==> config.mk <==
export PLATFORM = sky130hd
export DESIGN_NAME = isotp_segmenting_transmitter_flat
export DESIGN_NICKNAME = d
export VERILOG_FILES = /design/src/rtl/isots_pkg.sv /design/src/rtl/isots_if.sv /design/src/rtl/isots_frame_builder.sv /design/src/rtl/isots_out_stage.sv /design/src/rtl/isotp_segmenting_transmitter.sv /design/src/flat_wrapper.sv
export SDC_FILE = /design/constraint.sdc
export NUM_CORES = 1
export LEC_CHECK = 0
export BUFFER_PORTS_ARGS = -buffer_cell sky130_fd_sc_hd__buf_2
export CELL_PAD_IN_SITES_DETAIL_PLACEMENT = 2
export CELL_PAD_IN_SITES_GLOBAL_PLACEMENT = 2
export CORE_ASPECT_RATIO = 1.2
export CORE_UTILIZATION = 38
export DETAILED_ROUTE_END_ITERATION = 16
export PLACE_DENSITY_LB_ADDON = 0.1
export SETUP_SLACK_MARGIN = 0.3
export SLEW_MARGIN = 10
export SYNTH_ARGS = -nofsm -noshare
export SYNTH_HDL_FRONTEND = slang
export SYNTH_SLANG_ARGS = --single-unit
==> constraint.sdc <==
create_clock -name i_clk -period 6.56 [get_ports i_clk]
set_input_delay 1.312 -clock i_clk [delete_from_list [all_inputs] [get_ports i_clk]]
set_output_delay 1.312 -clock i_clk [all_outputs]
set_load 0.02 [all_outputs]
==> src/rtl/isots_pkg.sv <==
// Shared constants and beat types of the ISO-TP segmenting transmitter.
`timescale 1ns / 1ps
`default_nettype none

package isots_pkg;

    localparam int unsigned BYTE_W  = 8;
    localparam int unsigned LEN_W   = 12;
    localparam int unsigned ID_W    = 11;
    localparam int unsigned FRAME_W = 64;
    localparam int unsigned BUF_W   = 56;
    localparam int unsigned FILL_W  = 3;
    localparam int unsigned SEQ_W   = 4;
    localparam int unsigned NIB_W   = 4;

    localparam logic [ID_W-1:0]   TX_ID_RESET     = 11'h702;
    localparam logic [NIB_W-1:0]  PCI_SINGLE      = 4'h0;
    localparam logic [NIB_W-1:0]  PCI_FIRST       = 4'h1;
    localparam logic [NIB_W-1:0]  PCI_CONSEC      = 4'h2;
    localparam logic [LEN_W-1:0]  SF_MAX_LEN      = 12'd7;
    localparam logic [LEN_W-1:0]  FF_HEADER_BYTES = 12'd6;
    localparam logic [FILL_W-1:0] FILL_FULL       = 3'd7;
    localparam logic [SEQ_W-1:0]  SEQ_START       = 4'd1;

    typedef struct packed {
        logic [BYTE_W-1:0] data_byte;
        logic [LEN_W-1:0]  message_length;
        logic              first_byte;
    } t_byte_beat;

    typedef struct packed {
        logic [FRAME_W-1:0] frame_data;
        logic [ID_W-1:0]    can_identifier;
        logic               last_frame;
    } t_frame_beat;

endpackage

`default_nettype wire

==> src/rtl/isots_if.sv <==
// Handshake interfaces for the byte input, frame output and configuration channels.
`timescale 1ns / 1ps
`default_nettype none

interface isots_byte_if;
    import isots_pkg::*;
    logic              valid;
    logic              ready;
    logic [BYTE_W-1:0] data_byte;
    logic [LEN_W-1:0]  message_length;
    logic              first_byte;
    modport source (output valid, output data_byte, output message_length,
                    output first_byte, input ready);
    modport sink (input valid, input data_byte, input message_length,
                  input first_byte, output ready);
endinterface

interface isots_frame_if;
    import isots_pkg::*;
    logic               valid;
    logic               ready;
    logic [FRAME_W-1:0] frame_data;
    logic [ID_W-1:0]    can_identifier;
    logic               last_frame;
    modport source (output valid, output frame_data, output can_identifier,
                    output last_frame, input ready);
    modport sink (input valid, input frame_data, input can_identifier,
                  input last_frame, output ready);
endinterface

interface isots_cfg_if;
    import isots_pkg::*;
    logic            valid;
    logic            ready;
    logic [ID_W-1:0] tx_identifier;
    modport source (output valid, output tx_identifier, input ready);
    modport sink (input valid, input tx_identifier, output ready);
endinterface

`default_nettype wire

==> src/rtl/isots_frame_builder.sv <==
// Segmentation state and frame assembly for one accepted byte per cycle in which i_step is set.
`timescale 1ns / 1ps
`default_nettype none

module isots_frame_builder (
    input  wire                      i_clk,
    input  wire                      i_rst_n,
    input  wire                      i_step,
    input  isots_pkg::t_byte_beat    i_beat,
    input  wire [isots_pkg::ID_W-1:0] i_tx_id,
    output logic                     o_emit,
    output isots_pkg::t_frame_beat   o_frame
);
    import isots_pkg::*;

    logic [LEN_W-1:0]  r_rem,  n_rem;
    logic [SEQ_W-1:0]  r_seq,  n_seq;
    logic [FILL_W-1:0] r_fill, n_fill;
    logic [BUF_W-1:0]  r_buf,  n_buf;
    logic              r_seg,  n_seg;
    logic              r_ffp,  n_ffp;

    always_comb begin
        logic [LEN_W-1:0] total;
        logic [BYTE_W-1:0] pci;
        logic              last;

        n_rem   = r_rem;
        n_seq   = r_seq;
        n_fill  = r_fill;
        n_buf   = r_buf;
        n_seg   = r_seg;
        n_ffp   = r_ffp;
        o_emit  = 1'b0;
        total   = n_rem + FF_HEADER_BYTES;
        pci     = '0;
        last    = 1'b0;

        if (i_step) begin
            if (i_beat.first_byte) begin
                n_seq  = SEQ_START;
                n_buf  = '0;
                n_fill = '0;
                n_ffp  = 1'b0;
                n_seg  = 1'b0;
                n_rem  = i_beat.message_length;
                if (i_beat.message_length > SF_MAX_LEN) begin
                    n_seg  = 1'b1;
                    n_ffp  = 1'b1;
                    n_buf  = {i_beat.message_length[BYTE_W-1:0], {(BUF_W-BYTE_W){1'b0}}};
                    n_fill = FILL_W'(1);
                end
            end

            if (n_rem != '0) begin
                for (int k = 0; k < int'(FILL_FULL); k++) begin
                    if (n_fill == FILL_W'(k)) begin
                        n_buf[BUF_W-1-BYTE_W*k -: BYTE_W] =
                            n_buf[BUF_W-1-BYTE_W*k -: BYTE_W] | i_beat.data_byte;
                    end
                end
                n_fill = n_fill + FILL_W'(1);
                n_rem  = n_rem - LEN_W'(1);
                total  = n_rem + FF_HEADER_BYTES;

                if (n_fill == FILL_FULL || n_rem == '0) begin
                    o_emit = 1'b1;
                    priority if (n_ffp) begin
                        pci   = {PCI_FIRST, total[LEN_W-1 -: NIB_W]};
                        last  = 1'b0;
                        n_ffp = 1'b0;
                    end else if (n_seg) begin
                        pci   = {PCI_CONSEC, n_seq};
                        n_seq = n_seq + SEQ_W'(1);
                        last  = (n_rem == '0);
                    end else begin
                        pci  = {PCI_SINGLE, {(NIB_W-FILL_W){1'b0}}, n_fill};
                        last = 1'b1;
                    end
                end
            end
        end

        o_frame.frame_data     = {pci, n_buf};
        o_frame.can_identifier = i_tx_id;
        o_frame.last_frame     = last;

        if (o_emit) begin
            n_buf  = '0;
            n_fill = '0;
            if (n_rem == '0) begin
                n_seg = 1'b0;
            end
        end
    end

    always_ff @(posedge i_clk) begin
        if (!i_rst_n) begin
            r_rem  <= '0;
            r_seq  <= SEQ_START;
            r_fill <= '0;
            r_buf  <= '0;
            r_seg  <= 1'b0;
            r_ffp  <= 1'b0;
        end else begin
            r_rem  <= n_rem;
            r_seq  <= n_seq;
            r_fill <= n_fill;
            r_buf  <= n_buf;
            r_seg  <= n_seg;
            r_ffp  <= n_ffp;
        end
    end

endmodule

`default_nettype wire

==> src/rtl/isots_out_stage.sv <==
// Result register that holds a finished frame until the sink takes it.
`timescale 1ns / 1ps
`default_nettype none

module isots_out_stage (
    input  wire                    i_clk,
    input  wire                    i_rst_n,
    input  wire                    i_load,
    input  isots_pkg::t_frame_beat i_frame,
    input  wire                    i_ready,
    output logic                   o_valid,
    output isots_pkg::t_frame_beat o_frame,
    output logic                   o_free
);
    import isots_pkg::*;

    logic        r_valid;
    t_frame_beat r_frame;

    assign o_free  = !r_valid || i_ready;
    assign o_valid = r_valid;
    assign o_frame = r_frame;

    always_ff @(posedge i_clk) begin
        if (!i_rst_n) begin
            r_valid <= 1'b0;
        end else if (o_free) begin
            r_valid <= i_load;
        end
    end

    always_ff @(posedge i_clk) begin
        if (o_free && i_load) begin
            r_frame <= i_frame;
        end
    end

endmodule

`default_nettype wire

==> src/rtl/isotp_segmenting_transmitter.sv <==
// Top level of the ISO-TP segmenting transmitter.
// The block takes one message byte per beat and returns 8-byte CAN frames: a single
// frame for lengths 1 to 7, else a first frame and consecutive frames with a sequence
// number that starts at 1 and wraps mod 16. It accepts one byte per cycle while ready
// is high; a frame passes the input and result registers after the beat with its last
// byte. Input ready drops only while the result register holds a frame the sink has not
// taken. A new first byte abandons any message in progress. The identifier register
// resets to 0x702; the user writes it only between messages; the block does not enforce it.
`timescale 1ns / 1ps
`default_nettype none

module isotp_segmenting_transmitter (
    input  wire          i_clk,
    input  wire          i_rst_n,
    isots_byte_if.sink   i_byte,
    isots_frame_if.source o_frame,
    isots_cfg_if.sink    i_cfg
);
    import isots_pkg::*;

    logic            r_s1_valid;
    t_byte_beat      r_s1_beat;
    logic [ID_W-1:0] r_tx_id;
    logic            w_free;
    logic            w_step;
    logic            w_emit;
    logic            w_out_valid;
    t_frame_beat     w_built;
    t_frame_beat     w_out;

    assign i_cfg.ready  = 1'b1;
    assign i_byte.ready = !r_s1_valid || w_free;
    assign w_step       = r_s1_valid && w_free;

    always_ff @(posedge i_clk) begin
        if (!i_rst_n) begin
            r_tx_id <= TX_ID_RESET;
        end else if (i_cfg.valid) begin
            r_tx_id <= i_cfg.tx_identifier;
        end
    end

    always_ff @(posedge i_clk) begin
        if (!i_rst_n) begin
            r_s1_valid <= 1'b0;
        end else if (i_byte.ready) begin
            r_s1_valid <= i_byte.valid;
        end
    end

    always_ff @(posedge i_clk) begin
        if (i_byte.ready && i_byte.valid) begin
            r_s1_beat.data_byte      <= i_byte.data_byte;
            r_s1_beat.message_length <= i_byte.message_length;
            r_s1_beat.first_byte     <= i_byte.first_byte;
        end
    end

    isots_frame_builder u_builder (
        .i_clk   (i_clk),
        .i_rst_n (i_rst_n),
        .i_step  (w_step),
        .i_beat  (r_s1_beat),
        .i_tx_id (r_tx_id),
        .o_emit  (w_emit),
        .o_frame (w_built)
    );

    isots_out_stage u_out (
        .i_clk   (i_clk),
        .i_rst_n (i_rst_n),
        .i_load  (w_emit),
        .i_frame (w_built),
        .i_ready (o_frame.ready),
        .o_valid (w_out_valid),
        .o_frame (w_out),
        .o_free  (w_free)
    );

    assign o_frame.valid          = w_out_valid;
    assign o_frame.frame_data     = w_out.frame_data;
    assign o_frame.can_identifier = w_out.can_identifier;
    assign o_frame.last_frame     = w_out.last_frame;

endmodule

`default_nettype wire

==> src/flat_wrapper.sv <==
// flat-port wrapper written by rule: the top's interface ports become plain ports
module isotp_segmenting_transmitter_flat import isots_pkg::*;
  (i_clk, i_rst_n, i_byte_valid, i_byte_data_byte, i_byte_message_length, i_byte_first_byte, i_byte_ready, o_frame_valid, o_frame_frame_data, o_frame_can_identifier, o_frame_last_frame, o_frame_ready, i_cfg_valid, i_cfg_tx_identifier, i_cfg_ready);
  isots_byte_if i_byte_i ();
  isots_frame_if o_frame_i ();
  isots_cfg_if i_cfg_i ();
  input  wire i_clk;
  input  wire i_rst_n;
  input wire logic [$bits(i_byte_i.valid)-1:0] i_byte_valid;
  input wire logic [$bits(i_byte_i.data_byte)-1:0] i_byte_data_byte;
  input wire logic [$bits(i_byte_i.message_length)-1:0] i_byte_message_length;
  input wire logic [$bits(i_byte_i.first_byte)-1:0] i_byte_first_byte;
  output wire logic [$bits(i_byte_i.ready)-1:0] i_byte_ready;
  output wire logic [$bits(o_frame_i.valid)-1:0] o_frame_valid;
  output wire logic [$bits(o_frame_i.frame_data)-1:0] o_frame_frame_data;
  output wire logic [$bits(o_frame_i.can_identifier)-1:0] o_frame_can_identifier;
  output wire logic [$bits(o_frame_i.last_frame)-1:0] o_frame_last_frame;
  input wire logic [$bits(o_frame_i.ready)-1:0] o_frame_ready;
  input wire logic [$bits(i_cfg_i.valid)-1:0] i_cfg_valid;
  input wire logic [$bits(i_cfg_i.tx_identifier)-1:0] i_cfg_tx_identifier;
  output wire logic [$bits(i_cfg_i.ready)-1:0] i_cfg_ready;
  assign i_byte_i.valid = i_byte_valid;
  assign i_byte_i.data_byte = i_byte_data_byte;
  assign i_byte_i.message_length = i_byte_message_length;
  assign i_byte_i.first_byte = i_byte_first_byte;
  assign i_byte_ready = i_byte_i.ready;
  assign o_frame_valid = o_frame_i.valid;
  assign o_frame_frame_data = o_frame_i.frame_data;
  assign o_frame_can_identifier = o_frame_i.can_identifier;
  assign o_frame_last_frame = o_frame_i.last_frame;
  assign o_frame_i.ready = o_frame_ready;
  assign i_cfg_i.valid = i_cfg_valid;
  assign i_cfg_i.tx_identifier = i_cfg_tx_identifier;
  assign i_cfg_ready = i_cfg_i.ready;
  isotp_segmenting_transmitter u_core (.i_clk(i_clk), .i_rst_n(i_rst_n), .i_byte(i_byte_i), .o_frame(o_frame_i), .i_cfg(i_cfg_i));
endmodule
==> flow_metrics.env, run 1 <==
export IMPL_status="completed"
export IMPL_setup_violations=0
export IMPL_netlist_area_sq_mm=0.00763
export IMPL_drt_pass1_iterations=5
export IMPL_timing_hold_ws_ps=436
export IMPL_crit_path_end="u_core.u_out.o_frame[64]"
export IMPL_clock_sinks=185
export IMPL_synth_seq_cells=185
export IMPL_yosysSeqAreaShare_pct=61.0
export IMPL_tightest_slew_ps=1230
export IMPL_die_area_sq_mm=0.0207
export IMPL_power_frac_comb_pct=9.1
export IMPL_hp_class="reg2reg"
export IMPL_vdd_drop_max_v=0.000175
export IMPL_syn2layout_area_growth_pct=17.3
export IMPL_grt_max_degree=90
export IMPL_vias=5368
export IMPL_r2r_slack_ps=2020
export IMPL_layout_common_cells="112 x buf_2, 95 x edfxtp_1, 90 x dfxtp_1"
export IMPL_internal_power_mw=1.84
export IMPL_reg2reg_from="u_core.r_s1_beat[0]"
export IMPL_worst_r2r_endpoint="u_core.u_out.o_frame[64]"
export IMPL_cts_tree="yes"
export IMPL_cts_repair_resized=0
export IMPL_synth_edff_count=95
export IMPL_clock_skew_ps=14.4
export IMPL_required_ps=6670
export IMPL_p_leak_nw=3.43
export IMPL_nets=744
export IMPL_slew_viol_final=0
export IMPL_cts_max_path_buffers=2
export IMPL_layout_drive_gt1_share_pct=24.3
export IMPL_netSwitchingFraction_pct=26.6
export IMPL_core_area_sq_mm=0.0196
export IMPL_startpoint="u_core.r_s1_beat[0]"
export IMPL_min_period_over_period_pct=69.2
export IMPL_io_buffers=112
export IMPL_cp_arrival_ps=4650
export IMPL_fin_crit_ps=4540
export IMPL_antenna_cells=0
export IMPL_clk_latency_ps=440
export IMPL_layout_commonest_cell="buf_2"
export IMPL_power_density_mw_per_mm2=281
export IMPL_netlist_instances=608
export IMPL_dp_hpwl_mm=13.7
export IMPL_path_clk_slew_ps=70
export IMPL_r2r_cells=10
export IMPL_seqPwrFrac_pct=51.2
export IMPL_fillers=1981
export IMPL_path_class="reg2reg"
export IMPL_synth_top_flop_cell="edfxtp_1"
export IMPL_track_usage_pct=20.8
export IMPL_power_frac_clock_pct=39.7
export IMPL_fmax_mhz=220
export IMPL_synth_cell_type_count=62
export IMPL_drc_errors=0
export IMPL_end_kind="register"
export IMPL_ys_async_sr_fraction_pct=0
export IMPL_rsz0062_at_grt="no"
export IMPL_post_cts_buffers=0
export IMPL_p_sw_mw=0.668
export IMPL_postCtsHoldBufs=0
export IMPL_vias_per_cell=5.52
export IMPL_die_h_microns=157
export IMPL_cap_violations=0
export IMPL_relSlewSlack_pct=17.7
export IMPL_startpoint_type="register"
export IMPL_htree_levels=4
export IMPL_die_w_microns=131
export IMPL_grt_pass1_vias=5739
export IMPL_antenna_found_initial=0
export IMPL_wl_per_cell_microns=21.4
export IMPL_grt_pass1_wl_mm=32.9
export IMPL_numCtsBuffers=17
export IMPL_row_count=56
export IMPL_syn_area_per_cell_sq_um=12.6
export IMPL_place_congestion=0.820
export IMPL_crit_fanout=49
export IMPL_root_buffer="clkbuf_16"
export IMPL_hold_viol_final=0
export IMPL_finalPower_mw=2.51
export IMPL_start_util_pct=38.9
export IMPL_drtIter0Drc=334
export IMPL_grt_ovfl_total=0
export IMPL_ioPinCount=116
export IMPL_ant_nets=0
export IMPL_routed_wl_mm=20.8
export IMPL_fin_setup_tns_ps=0
export IMPL_yosysWarnings=0
## per-layer routing
metal / GRT usage (%) / share of wire, % / vias to the layer above
met5: 0 / 0 / -
li1: - / - / 2480
met3: 3.54 / 3.5 / 14
met2: 38.2 / 55 / 115
met4: 8.64 / 1.3 / 0
met1: 24.0 / 40 / 2759
## power groups by stage
stage / clock network, mW / registers (mW) / logic [mW]
2_1_floorplan: 0 / 1.29 / 0.169
3_3_place_gp: 0 / 1.31 / 0.220
3_5_place_dp: 0 / 1.31 / 0.229
4_1_cts: 1.02 / 1.29 / 0.230
5_1_grt: 1.07 / 1.29 / 0.251
6_report: 0.999 / 1.29 / 0.228
## stage by stage
step | instance area (sq um) | utilization, % | cells | setup slack (ps)
final | 8950 | 45.6 | 972 | 2020
after global routing | 8950 | 45.6 | 972 | 1690
after CTS | 8950 | 45.6 | 972 | 1990
after detailed placement | 8380 | 42.7 | 940 | 2000
after global placement | 8380 | 42.7 | 940 | 2180
after floorplan | 7640 | - | 609 | 1790
## state kept, by name, indices dropped and copies added (netlist names), 3 cells and up
| register | count |
|---|---|
| u_core.r_s1_beat | 21 |
| u_core.r_tx_id | 11 |
| u_core.u_builder.r_buf | 56 |
| u_core.u_builder.r_fill | 3 |
| u_core.u_builder.r_rem | 12 |
| u_core.u_builder.r_seq | 4 |
| u_core.u_out.o_frame | 74 |
## worst min-delay path by stage
stage,from,endpoint,cells after the start
after floorplan,u_core.r_tx_id[9],u_core.u_out.o_frame[10],0
after global placement,u_core.r_tx_id[1],u_core.u_out.o_frame[2],0
after detailed placement,u_core.r_tx_id[3],u_core.u_out.o_frame[4],0
after CTS,u_core.r_tx_id[10],u_core.u_out.o_frame[11],0
after global routing,u_core.r_tx_id[10],u_core.u_out.o_frame[11],0
final,u_core.r_tx_id[10],u_core.u_out.o_frame[11],0
## synthesized netlist by cell type (all sizes together), types with 2 or more instances
library cell	n	area, sq um
and3	56	350
ha	9	113
edfxtp	95	2850
a21oi	13	68.8
nand2	27	101
a2111oi	3	51.3
nor3b	10	75.1
o21a	2	15.0
o21ai	15	75.1
a22oi	11	82.6
a211oi	4	35.0
o22ai	5	31.3
or3	3	23.8
nor4b	4	53.8
clkbuf	33	124
xor2	3	26.3
dfxtp	90	1800
nand3	3	15.0
nor2	15	56.3
mux2i	31	323
o211ai	3	22.5
nor2b	22	138
buf	17	100
xnor2	16	140
a22o	2	17.5
conb	2	7.51
inv	14	52.6
and2	9	56.3
nor4	4	37.5
nand2b	6	45.0
a32o	48	480
o221ai	3	38.8
nor3	16	91.3
## area by class of cell
cell class / instances / area [sq um] / area share, %
Sequential cell: 185 / 4650 / 52.0
Multi-Input combinational cell: 360 / 2720 / 30.3
Timing Repair Buffer: 120 / 633 / 7.07
Clock buffer: 18 / 439 / 4.90
Tap cell: 261 / 327 / 3.65
Clock inverter: 14 / 131 / 1.47
Inverter: 14 / 52.6 / 0.587
## worst max-delay path: stages, from the launching register on
cell and delay, ps:
edfxtp_1 670, mux2i_1 430, ha_1 500, nor4b_2 310
o221ai_2 170, or3_4 440, a2111oi_4 480, a21oi_2 160
nand2b_4 170, inv_2 480, buf_12 350
## cells by family (layout without fill, tap and decap cells)
family | after synthesis | after routing | synth area share (%)
mux | 32 | 32 | 4.38
fa+ha+maj | 9 | 9 | 1.48
simple gates | 181 | 181 | 14.4
buf+inv | 64 | 166 | 3.62
compound gates | 116 | 116 | 12.9
xor+xnor | 19 | 19 | 2.18
other cells | 2 | 3 | 0.0984
flops | 185 | 185 | 61.0
Power figures use the tool's default switching activity.
==> inputs of run 2 (changes only) <==
--- a/config.mk
+++ b/config.mk
@@ -5,11 +5,12 @@
 export SDC_FILE = /design/constraint.sdc
 export NUM_CORES = 1
 export LEC_CHECK = 0
+export ABC_AREA = 1
 export BUFFER_PORTS_ARGS = -buffer_cell sky130_fd_sc_hd__buf_2
 export CELL_PAD_IN_SITES_DETAIL_PLACEMENT = 2
 export CELL_PAD_IN_SITES_GLOBAL_PLACEMENT = 2
 export CORE_ASPECT_RATIO = 1.2
-export CORE_UTILIZATION = 38
+export CORE_UTILIZATION = 31
 export DETAILED_ROUTE_END_ITERATION = 16
 export PLACE_DENSITY_LB_ADDON = 0.1
 export SETUP_SLACK_MARGIN = 0.3
==> constraint.sdc (replaced) <==
create_clock -name i_clk -period 4.05 [get_ports i_clk]
set_input_delay 0.81 -clock i_clk [delete_from_list [all_inputs] [get_ports i_clk]]
set_output_delay 0.81 -clock i_clk [all_outputs]
set_load 0.02 [all_outputs]
==> flow_metrics.env, run 2 <==
export IMPL_crit_fanout=57
export IMPL_io_buffers=112
export IMPL_vdd_drop_max_v=0.000265
export IMPL_dpl_cell_count=1286
export IMPL_clock_sinks=185
export IMPL_root_buffer="clkbuf_16"
export IMPL_yosys_cell_count_top_type="nand2_1"
export IMPL_finalPower_mw=4.02
export IMPL_yosysWarnings=0
export IMPL_setup_violations=0
export IMPL_cts_max_path_buffers=2
export IMPL_netlist_instances=867
export IMPL_row_count=63
export IMPL_slew_viol_final=0
export IMPL_tightest_slew_ps=1010
export IMPL_numCtsBuffers=17
export IMPL_vias=6062
export IMPL_htree_levels=4
export IMPL_power_density_mw_per_mm2=430
export IMPL_place_worst_setup_slack_ps=529
export IMPL_fmax_mhz=311
export IMPL_die_area_sq_mm=0.0261
export IMPL_slowest_delay_ps=460
export IMPL_syn2layout_area_growth_pct=18.4
export IMPL_required_ps=4380
export IMPL_fin_crit_ps=3220
export IMPL_clock_skew_ps=16.2
export IMPL_largest_register_ffs=74
export IMPL_track_usage_pct=18.3
export IMPL_drc_errors=0
export IMPL_startpoint_type="register"
export IMPL_fillers=2822
export IMPL_layout_common_cells="200 x nand2_1, 126 x inv_1, 126 x nor2_1"
export IMPL_rsz0062_at_grt="no"
export IMPL_cp_arrival_ps=3550
export IMPL_postCtsHoldBufs=0
export IMPL_cts_tree="yes"
export IMPL_place_congestion=0.788
export IMPL_grt_pass1_vias=6475
export IMPL_grt_pass1_wl_mm=35.8
export IMPL_grt_ovfl_total=0
export IMPL_multiInputGateArea_sq_mm=0.00255
export IMPL_yosysSeqAreaShare_pct=59.0
export IMPL_vias_per_cell=4.59
export IMPL_end_kind="register"
export IMPL_ant_nets=0
export IMPL_synth_seq_cells=185
export IMPL_synthTopCellsByCount="200 x nand2_1, 126 x inv_1, 126 x nor2_1, 95 x edfxtp_1, 90 x dfxtp_1"
export IMPL_die_h_microns=177
export IMPL_status="completed"
export IMPL_hold_viol_final=0
export IMPL_worst_slack_ps=832
export IMPL_drt_pass1_iterations=5
export IMPL_antenna_cells=0
export IMPL_layout_drive_gt1_share_pct=19.8
export IMPL_hp_class="reg2reg"
export IMPL_synth_top_flop_cell="edfxtp_1"
export IMPL_synth_edff_count=95
export IMPL_path_class="reg2reg"
export IMPL_synth_cell_type_count=36
export IMPL_path_clk_slew_ps=80
export IMPL_syn_area_per_cell_sq_um=9.09
export IMPL_seq_area_sq_mm=0.00465
export IMPL_p_leak_nw=4.10
export IMPL_ys_async_sr_fraction_pct=0
export IMPL_layout_commonest_cell="nand2_1"
export IMPL_start_util_pct=31.8
export IMPL_crit_slowest_cell="edfxtp_1"
export IMPL_grt_max_degree=61
export IMPL_synth_top_area_share_pct=36.2
export IMPL_fin_setup_tns_ps=0
export IMPL_ioPinCount=116
export IMPL_relSlewSlack_pct=32.4
export IMPL_instances_no_fill=1321
export IMPL_cap_violations=0
export IMPL_drtIter0Drc=240
export IMPL_netlist_top_cells_area="edfxtp_1 36%, dfxtp_1 23%, nand2_1 9.5%"
export IMPL_min_period_over_period_pct=79.5
export IMPL_die_w_microns=148
export IMPL_critPathTopFamily="simple AND/OR/NAND/NOR gates"
export IMPL_placed_area_sq_mm=0.00875
export IMPL_wl_per_cell_microns=17.3
export IMPL_cp_common_cell="nand2_1"
export IMPL_clk_latency_ps=440
export IMPL_yosys_area_top_type="edfxtp_1"
export IMPL_routed_wl_mm=22.9
export IMPL_cp_buffers_inverters=3
export IMPL_antenna_found_initial=0
export IMPL_core_area_sq_mm=0.0248
export IMPL_fin_util_pct=37.6
export IMPL_netlist_area_sq_mm=0.00788
export IMPL_dp_hpwl_mm=16.7
export IMPL_nets=1029
export IMPL_timing_hold_ws_ps=432
export IMPL_fin_area_sq_mm=0.00933
export IMPL_crit_chain="inv_6, nand2_1, nand2_1, ha_1, nand3_2, nor2_4, nand2_1, nand2_1, nand3_1, nor3_1, nand2_1, a21oi_4, buf_12, nand4_1, nand2_1, inv_1"
run 2: cell families (layout without fill, tap and decap cells):
logic type | after synthesis | after routing | share of synthesized area, %
DFF | 185 | 185 | 59.0
buffers and inverters | 159 | 287 | 8.65
other | 2 | 3 | 0.0953
xor gates and xnor gates | 1 | 1 | 0.111
adders and majority gates | 9 | 9 | 1.43
and+or+nand+nor | 410 | 410 | 22.2
AOI/OAI and AO/OA | 101 | 101 | 8.44
run 2: layout make-up:
class                   instances  share of cell area [%]
flip-flops and latches        185                    49.9
multi-input cells             524                    27.3
repair buffers                123                    7.03
inverters                     132                    5.36
clock buffers                  19                    4.64
well taps                     325                    4.36
clock inverters                13                    1.41
run 2: worst reg2reg max path: cells and delay by family, from the launching register on:
kind,cells,cell delay [ps]
adders and majority gates,1,220
AOI/OAI and AO/OA,1,210
and+or+nand+nor,11,1710
DFF,1,460
buffers and inverters,3,520
run 2: worst paths after layout:
check / from / end / slack [ps] / depth (start not counted)
worst max-delay path: u_core.r_s1_beat[0] / u_core.u_builder.r_seg / 830 / 16
worst min-delay path: u_core.r_tx_id[7] / u_core.u_out.o_frame[8] / 430 / 0
worst max register to register: u_core.r_s1_beat[0] / u_core.u_builder.r_seg / 830 / 16
worst min register to register: u_core.r_tx_id[7] / u_core.u_out.o_frame[8] / 430 / 0
run 2: repair_timing:
action	CTS	global route
setup endpoints to repair	0	1
gates resized for setup	0	0
buffers inserted	0	3
run 2: report_power, final:
| group | internal [mW] | switching, mW | total, mW |
|---|---|---|---|
| Combinational | 0.106 | 0.271 | 0.376 |
| Clock | 0.819 | 0.790 | 1.61 |
| Sequential | 2.01 | 0.0227 | 2.03 |
| Total | 2.93 | 1.08 | 4.02 |
run 2: routing by layer:
| metal | GRT usage (%) | share of wire [%] | wire length [microns] |
|---|---|---|---|
| met1 | 21.3 | 43 | 9810 |
| met2 | 34.5 | 53 | 12200 |
| met3 | 2.91 | 2.1 | 474 |
| met4 | 4.98 | 1.7 | 382 |
| met5 | 0 | 0 | 0 |
==> inputs of run 3 (changes only) <==
==> constraint.sdc (replaced) <==
create_clock -name i_clk -period 2.7 [get_ports i_clk]
set_input_delay 0.54 -clock i_clk [delete_from_list [all_inputs] [get_ports i_clk]]
set_output_delay 0.54 -clock i_clk [all_outputs]
set_load 0.02 [all_outputs]
==> flow_metrics.env, run 3 (synthesis results as in run 2) <==
export IMPL_hold_path_endpoint="u_core.r_s1_beat[9]"
export IMPL_ant_nets=0
export IMPL_nets=1141
export IMPL_fin_crit_ps=2750
export IMPL_ioPinCount=116
export IMPL_hold_viol_final=0
export IMPL_cts_tree="yes"
export IMPL_wl_per_cell_microns=18.5
export IMPL_fillers=2694
export IMPL_slew_viol_final=0
export IMPL_r2r_cells=16
export IMPL_required_ps=2860
export IMPL_grt_max_degree=41
export IMPL_io_buffers=112
export IMPL_core_area_sq_mm=0.0248
export IMPL_power_density_mw_per_mm2=590
export IMPL_largest_register_ffs=74
export IMPL_clock_skew_ps=13.6
export IMPL_rsz0062_at_grt="yes"
export IMPL_hp_class="in2reg"
export IMPL_row_count=63
export IMPL_drtIter0Drc=196
export IMPL_worst_r2r_endpoint="u_core.u_out.o_frame[58]"
export IMPL_antenna_found_initial=0
export IMPL_hp_start="i_byte_message_length[8]"
export IMPL_crit_fanout=10
export IMPL_worst_slack_ps=-54.1
export IMPL_seq_area_sq_mm=0.00465
export IMPL_postCtsHoldBufs=0
export IMPL_multiInputGateArea_sq_mm=0.00302
export IMPL_status="finished, violations left"
export IMPL_relSlewSlack_pct=55.1
export IMPL_track_usage_pct=19.8
export IMPL_p_leak_nw=4.87
export IMPL_htree_levels=4
export IMPL_path_clk_slew_ps=80
export IMPL_min_period_over_period_pct=102
export IMPL_r2r_slack_ps=-50
export IMPL_hold_depth=1
export IMPL_vias=6622
export IMPL_netSwitchingFraction_pct=26.4
export IMPL_clock_sinks=185
export IMPL_die_w_microns=148
export IMPL_layout_commonest_cell="nand2_1"
export IMPL_grt_ovfl_total=0
export IMPL_power_frac_comb_pct=13.5
export IMPL_placed_area_sq_mm=0.00928
export IMPL_setup_violations=59
export IMPL_finalPower_mw=6.53
export IMPL_seqPwrFrac_pct=46.8
export IMPL_layout_common_cells="166 x nand2_1, 120 x inv_1, 112 x buf_2"
export IMPL_failed_checks="negative setup slack"
export IMPL_vias_per_cell=4.62
export IMPL_antenna_cells=0
export IMPL_path_class="reg2reg"
export IMPL_syn2layout_area_growth_pct=40.4
export IMPL_fin_util_pct=44.6
export IMPL_die_area_sq_mm=0.0261
export IMPL_power_frac_clock_pct=39.7
export IMPL_reg2reg_from="u_core.r_s1_beat[0]"
export IMPL_internal_power_mw=4.80
export IMPL_cap_violations=0
export IMPL_p_sw_mw=1.72
export IMPL_fmax_mhz=363
export IMPL_layout_drive_gt1_share_pct=35.0
export IMPL_tightest_slew_ps=672
export IMPL_grt_pass1_vias=6997
export IMPL_startpoint_type="register"
export IMPL_vdd_drop_max_v=0.000445
export IMPL_routed_wl_mm=26.5
export IMPL_drc_errors=0
export IMPL_fin_area_sq_mm=0.0111
export IMPL_dp_hpwl_mm=17.2
export IMPL_drt_pass1_iterations=4
export IMPL_grt_pass1_wl_mm=38.4
export IMPL_place_congestion=0.820
export IMPL_cts_max_path_buffers=2
export IMPL_start_util_pct=31.8
export IMPL_root_buffer="clkbuf_16"
export IMPL_end_kind="register"
export IMPL_cp_arrival_ps=2910
export IMPL_die_h_microns=177
export IMPL_clk_latency_ps=440
export IMPL_numCtsBuffers=17
-- run 3: cell count changes in the layout (fill, tap and decap cells not counted), moves of 15 or more --
cell / previous run / this run
buf_4: 10 / 77
buf_6: 0 / 22
nand2_1: 200 / 166
nand2_2: 16 / 37
nor2_1: 126 / 111
-- run 3: per-stage QoR --
step                      setup slack, ps  hold WS [ps]  TNS, ps  instances
after floorplan                      -723           403   -55040        868
after global placement              -47.8           407    -2770       1340
after detailed placement             -154           413   -10910       1340
after CTS                            47.4           244        0       1399
after global routing                 -169           240   -14340       1433
final                               -54.1           267    -1910       1433
-- run 3: cell type report --
class	count	share of cell area, %
sequential	185	42.0
timing repair buffer	234	16.9
clock buffer	22	4.58
inverter	132	4.61
multi-input combinational	525	27.3
clock inverter	10	0.927
tap	325	3.67
-- run 3: how the worst max path moves through the flow --
stage                                    from                         to  slack [ps]  cells past startpoint
after floorplan           u_core.r_s1_beat[0]   u_core.u_out.o_frame[69]        -720                     17
after global placement    u_core.r_s1_beat[0]     u_core.u_builder.r_seg         -50                     16
after detailed placement  u_core.r_s1_beat[0]     u_core.u_builder.r_seg        -150                     16
after CTS                 u_core.r_s1_beat[0]  u_core.u_builder.r_seq[3]          50                     20
after global routing      u_core.r_s1_beat[0]   u_core.u_out.o_frame[58]        -170                     16
final                     u_core.r_s1_beat[0]   u_core.u_out.o_frame[58]         -50                     16
-- run 3: timing repair --
action                     CTS  global route
pin swaps                   29            28
hold endpoints to repair     0             0
buffers inserted            24            25
gates resized for setup     54            92
setup endpoints to repair  203           205
gates cloned                 3             9
-- run 3: critical path, cell delays in order, from the launching register on --
cell and delay [ps]:
edfxtp_1 450, buf_6 180, nand2_2 120, inv_1 90
nor2_4 190, nand3_2 100, nor2_2 150, nand2_1 70
nand2_1 80, nand2_2 100, nor3_4 210, nand2_2 110
a21oi_4 180, buf_6 150, buf_12 110, buf_16 100
buf_6 90
-- run 3: power by group through the flow --
| stage | logic (mW) | registers, mW | clock network, mW |
|---|---|---|---|
| finish | 0.881 | 3.05 | 2.59 |
| global route | 0.966 | 3.06 | 2.77 |
| CTS | 0.763 | 3.05 | 2.66 |
| detailed placement | 0.681 | 3.11 | 0 |
| global placement | 0.671 | 3.11 | 0 |
| floorplan | 0.411 | 3.10 | 0 |
-- run 3: layer usage --
layer  wire (microns)  vias up  track usage, %
li1                 -     3213               -
met4              718        0            6.57
met1            11000     3257            22.8
met3              675       42            3.48
met2            14200      110            36.7
met5                0        -               0
